===== src/rtl/core/dng_pkg.sv =====
// dng_pkg: shared types, constants and helper functions of the dither noise generator
// used by dng_mul, dng_seq and dither_noise_generator; no dependencies
`timescale 1ns / 1ps

package dng_pkg;

  localparam int unsigned SeedW   = 32;
  localparam int unsigned ValueW  = 13;
  localparam int unsigned SpreadW = 12;
  localparam int unsigned ScaleW  = 16;
  localparam int unsigned MulW    = 64;
  localparam int unsigned ProdW   = 2 * MulW;
  localparam int unsigned UnitW   = 52;
  localparam int unsigned SqW     = 104;
  localparam int unsigned NormW   = 103;
  localparam int unsigned ExpW    = 7;
  localparam int unsigned SumTop  = 102;
  localparam int unsigned SdW     = 62;

  localparam logic [SeedW-1:0]  LcgMul    = 32'd1664525;
  localparam logic [SeedW-1:0]  LcgAdd    = 32'd1013904223;
  localparam logic [MulW-1:0]   TwoLn2Q62 = 64'h58B9_0BFB_E8E7_BCD6;
  localparam logic [SpreadW-1:0] ValueMax = 12'd4095;

  typedef enum logic {
    OP_DRAW = 1'b0,
    OP_LOAD = 1'b1
  } op_e;

  typedef enum logic [1:0] {
    ALG_MIX   = 2'd0,
    ALG_LCG   = 2'd1,
    ALG_GAUSS = 2'd2
  } alg_e;

  typedef enum logic [4:0] {
    ST_IDLE,
    ST_LCG,
    ST_UMAG,
    ST_GX,
    ST_GY,
    ST_GXX,
    ST_GYY,
    ST_GCHK,
    ST_GNORM,
    ST_GSQ,
    ST_GLN,
    ST_GDIVI,
    ST_GDIV,
    ST_GP,
    ST_GSQRT,
    ST_GT,
    ST_GMAG,
    ST_DONE
  } seq_state_e;

  typedef struct packed {
    logic                operation;
    logic [1:0]          algorithm;
    logic [SpreadW-1:0]  spread;
    logic [ScaleW-1:0]   gauss_scale;
    logic [SeedW-1:0]    new_seed;
  } item_in_t;

  typedef struct packed {
    logic signed [ValueW-1:0] value;
    logic [SeedW-1:0]         seed_after;
  } item_out_t;

  typedef struct packed {
    logic            req;
    logic [MulW-1:0] a;
    logic [MulW-1:0] b;
  } mul_req_t;

  typedef struct packed {
    logic             done;
    logic [ProdW-1:0] prod;
  } mul_rsp_t;

  function automatic logic [SeedW-1:0] next_mix(logic [SeedW-1:0] s);
    logic [SeedW-1:0] a;
    logic [SeedW-1:0] t;
    a = s << 13;
    t = ((a ^ s) >> 17) ^ a ^ s;
    return (t << 5) ^ t;
  endfunction

  // sign in the top bit, magnitude of (m - 2^51) below
  function automatic logic [UnitW:0] unit_mag(logic [SeedW-1:0] s);
    logic [UnitW-1:0] m;
    logic [UnitW-1:0] half;
    half = {1'b1, {(UnitW-1){1'b0}}};
    m    = {s, s[SeedW-1:12]};
    if (!m[UnitW-1]) begin
      return {1'b1, half - m};
    end
    return {1'b0, m - half};
  endfunction

endpackage


===== src/rtl/core/dng_mul.sv =====
// dng_mul: shared 64x64 multiplier built from four 32x32 partial products over cycles
// depends on dng_pkg
`timescale 1ns / 1ps

module dng_mul (
  input  logic              clk_i,
  input  logic              rst_ni,
  input  dng_pkg::mul_req_t req_i,
  output dng_pkg::mul_rsp_t rsp_o
);
  import dng_pkg::*;

  localparam int unsigned HalfW = MulW / 2;

  logic             busy_q, busy_d;
  logic             done_q, done_d;
  logic [2:0]       cnt_q, cnt_d;
  logic             pp_vld_q, pp_vld_d;
  logic             start;
  logic [MulW-1:0]  a_q, b_q;
  logic [MulW-1:0]  pp_q, pp_d;
  logic [1:0]       pp_sh_q;
  logic [ProdW-1:0] acc_q, acc_d;
  logic [HalfW-1:0] a_half, b_half;

  assign start    = req_i.req && !busy_q && !done_q;
  assign busy_d   = start || (busy_q && (cnt_q != 3'd4));
  assign done_d   = busy_q && (cnt_q == 3'd4);
  assign pp_vld_d = busy_q && (cnt_q != 3'd4);

  always_comb begin
    cnt_d = cnt_q;
    if (start) begin
      cnt_d = '0;
    end else if (busy_q) begin
      cnt_d = cnt_q + 3'd1;
    end
  end

  assign a_half = cnt_q[1] ? a_q[MulW-1:HalfW] : a_q[HalfW-1:0];
  assign b_half = cnt_q[0] ? b_q[MulW-1:HalfW] : b_q[HalfW-1:0];
  assign pp_d   = a_half * b_half;
  assign acc_d  = acc_q + (pp_vld_q ? (ProdW'(pp_q) << {pp_sh_q, 5'b0}) : '0);

  always_ff @(posedge clk_i or negedge rst_ni) begin
    if (!rst_ni) begin
      busy_q   <= 1'b0;
      done_q   <= 1'b0;
      cnt_q    <= '0;
      pp_vld_q <= 1'b0;
    end else begin
      busy_q   <= busy_d;
      done_q   <= done_d;
      cnt_q    <= cnt_d;
      pp_vld_q <= pp_vld_d;
    end
  end

  always_ff @(posedge clk_i) begin
    if (start) begin
      a_q   <= req_i.a;
      b_q   <= req_i.b;
      acc_q <= '0;
    end else if (busy_q) begin
      pp_q    <= pp_d;
      pp_sh_q <= {1'b0, cnt_q[1]} + {1'b0, cnt_q[0]};
      acc_q   <= acc_d;
    end
  end

  assign rsp_o.done = done_q;
  assign rsp_o.prod = acc_q;

  a_done_pulse: assert property (@(posedge clk_i) disable iff (!rst_ni)
    done_q |=> !done_q)
    else $error("multiplier done held for more than one cycle");

  a_finish: assert property (@(posedge clk_i) disable iff (!rst_ni)
    (busy_q && (cnt_q == 3'd4)) |=> (done_q && !busy_q))
    else $error("multiplier did not finish after the last partial product");

  a_cnt_range: assert property (@(posedge clk_i) disable iff (!rst_ni)
    busy_q |-> (cnt_q <= 3'd4))
    else $error("multiplier step count out of range");

endmodule


===== config.mk =====
export PLATFORM = sky130hd
export DESIGN_NAME = dng_mul
export DESIGN_NICKNAME = d
export VERILOG_FILES = /design/src/rtl/core/dng_pkg.sv /design/src/rtl/core/dng_mul.sv
export SDC_FILE = /design/constraint.sdc
export NUM_CORES = 2
export LEC_CHECK = 0
export ABC_AREA = 1
export BUFFER_PORTS_ARGS = -buffer_cell sky130_fd_sc_hd__buf_2
export CORE_MARGIN = 2
export CORE_UTILIZATION = 60
export CTS_CLUSTER_SIZE = 20
export DETAILED_ROUTE_END_ITERATION = 6
export PLACE_DENSITY_LB_ADDON = 0.08
export SLEW_MARGIN = 20
export SYNTH_ARGS = -nofsm -noshare
export SYNTH_HDL_FRONTEND = slang
export SYNTH_SLANG_ARGS = --single-unit

===== constraint.sdc =====
create_clock -name clk_i -period 33.2 [get_ports clk_i]
set_clock_uncertainty 0.2 [all_clocks]
set_input_delay 3.32 -clock clk_i [delete_from_list [all_inputs] [get_ports clk_i]]
set_output_delay 3.32 -clock clk_i [all_outputs]
set_load 0.01 [all_outputs]

==> metrics.yaml <==
r2r_slack_ps: 23300
synthToLayoutAreaGrowth_pct: 6.762
final_nets: 9917
required_ps: 33380
clk_latency_ps: 660
syn_inst: 8338
cts_resized: 0
slew_headroom_pct: 17.55
finalHoldViolCount: 0
slowest_stage: "clkinv_1"
tritoncts: "yes"
status: "finished with violations"
via_per_inst: 5.663
tns_ps: 0
worst_r2r_endpoint: "pp_q[55]"
final_critical_path_setup_slack_ps: 23300
maxSlewViolCount: 0
async_flop_share_pct: 1.829
synth_cell_types: 53
cts-hold-fix-buffers: 0
fin_crit_ps: 9904
cts_made_buffers: 42
maxCapViolCount: 0
ys_top_cells_by_count: "2423 x nand2_1, 1914 x inv_1, 1075 x nor2_1"
cp-start-kind: "flop"
final-seq-area_sq_um: 8544
fill_cells: 8990
h-tree-depth: 2
fp.dieArea_sq_um: 101400
worstSetupEndpoint: "pp_q[55]"
via_count: 55580
dp_hpwl_microns: 190400
min_path_type: "flop to flop"
clockRootBuffer: "clkbuf_16"
setup_viol: 0
yosysMostFrequentCell: "nand2_1"
startpoint: "cnt_q[0]"
synth_top_area_share_pct: 30.26
placed_cell_area_sq_um: 61980
ys_ff_latch: 328
fin_area_sq_um: 63350
syn_area_sq_um: 59340
violations: "DRC"
clkSinkCount: 328
gp_congestion: 1.084
totalWireLength_microns: 231700
core_sq_um: 98280
tightest_slew_ps: 1232
rr_worst_depth: 25
yosysTopAreaCell: "fa_1"
post-route-drc-count: 24
multiInputGateArea_sq_um: 42570
yosys_warnings: 0
synth_area_leaders: "fa_1 30%, nand2_1 15%, inv_1 12%, edfxtp_1 9.8%, ha_1 8.3%"
whs_ps: 266.4
drive_gt1_share_pct: 8.303
synthFlopType: "edfxtp_1"
first_global_vias: 56980
cts_buffer_depth: 3
crit_type: "flop to flop"
io_buffers: 259
crit_path_end_kind: "flop"
overflow: 0
routedWlPerCell_microns: 23.61
cts_setup_buffers: 0
path_clk_slew_ps: 70
r2r_start: "cnt_q[0]"
grt_pass1_wl_microns: 344700
grt_max_degree: 87
critical-path-max-stage-delay_ps: 830
rsz0062_at_grt: "no"
die_h_microns: 318.5
die_x_microns: 318.5
rows: 115
crit_top_cell: "fa_1"
gr-usage-all-layers_pct: 46.04
syn_area_per_cell_sq_um: 7.117
critPathMaxFanout: 36
dp_slack_ps: 23540
timing.final.crit_share_pct: 29.83
antenna_found_initial: 3
first_pass_iters: 7
yosysSeqAreaShare_pct: 14.39
synth_fp_nets: 9758
synth_edf_count: 194
initial_core_util_pct: 60.38
antenna_left: 0
max_freq_mhz: 101.0
ioPinCount: 260
drtIter0Drc: 5570
crit_arrival_ps: 10090
[layout make-up]
cell class              instances  share of cell area, %
multi-input cells            5823                  67.19
flip-flops and latches        328                  13.49
inverters                    1965                  11.64
repair buffers                337                  2.970
well taps                    1287                  2.542
clock buffers                  45                  1.677
clock inverters                29                 0.4878
diodes                          1               0.003950
[stage by stage]
stage / utilization (%) / std cells
final: 64.46 / 9815
after global routing: 64.46 / 9814
after CTS: 64.46 / 9814
after detailed placement: 63.07 / 9740
after global placement: 63.07 / 9740
after floorplan: - / 8338
[sequential cells by signal, summed over array words and instances, names as in the netlist]
register and cells:
pp_sh_q 2, a_q 64, cnt_q 3, acc_q 128, done_q 1, busy_q 1, b_q 64, pp_vld_q 1
pp_q 64
[critical path: cells and delay by family (launching register included)]
| family | cells | cell delay [ps] |
|---|---|---|
| and+or+nand+nor | 6 | 1110 |
| buffers and inverters | 5 | 2170 |
| AOI/OAI and AO/OA | 5 | 1330 |
| adders and majority gates | 9 | 4400 |
| DFF | 1 | 350 |
[worst min path at each step]
stage | startpoint | endpoint | cells past startpoint
after floorplan | cnt_q[2] | pp_vld_q | 1
after global placement | acc_q[8] | acc_q[8] | 2
after detailed placement | acc_q[123] | acc_q[123] | 2
after CTS | acc_q[123] | acc_q[123] | 2
after global routing | acc_q[126] | acc_q[126] | 2
final | acc_q[39] | acc_q[39] | 2
[cells in the final DEF (no fill, tap or decap), types with 6 or more instances in the layout]
cell type,synthesis,layout
nand2_1,2423,2421
inv_1,1914,1913
nor2_1,1075,1074
fa_1,897,897
ha_1,392,392
buf_2,119,259
a21oi_1,214,214
edfxtp_1,194,194
nand3_1,174,174
dfxtp_1,128,128
o21ai_0,146,125
buf_4,9,78
or2_2,61,61
o21ai_2,33,52
nand2_2,47,49
nor2_2,45,45
xor2_1,43,43
clkbuf_16,0,42
inv_2,39,40
nor3_1,30,29
o22ai_1,27,27
mux2i_1,26,26
xnor2_1,25,25
nand4_1,21,21
clkinv_1,12,20
nand3b_1,20,20
o21ai_1,19,15
nand3_2,15,15
o21bai_1,15,15
nor3_2,13,14
a31oi_1,11,11
a21o_1,10,10
nor2_4,9,10
clkinv_2,0,7
o21ai_4,0,6
[layer usage]
| layer | vias up | part of all wire (%) | wire length [microns] | global-route usage, % |
|---|---|---|---|---|
| li1 | 24820 | - | - | - |
| met1 | 26380 | 34 | 79830 | 53.19 |
| met2 | 3353 | 45 | 104000 | 74.20 |
| met3 | 1020 | 10 | 24320 | 9.711 |
| met4 | 2 | 10 | 23540 | 37.56 |
| met5 | - | 0.0043 | 10 | 0 |
[cells by family after synthesis]
group	count (synthesis)	share of synthesized area (%)
muxes	26	0.4386
DFF	328	14.39
and+or+nand+nor	3947	26.81
xor gates and xnor gates	68	1.004
AOI/OAI and AO/OA	493	4.691
adders and majority gates	1289	38.53
buffers and inverters	2187	14.14
Power is not shown: default switching activity piles up to over one toggle a cycle in this logic, so the estimate is an artifact.
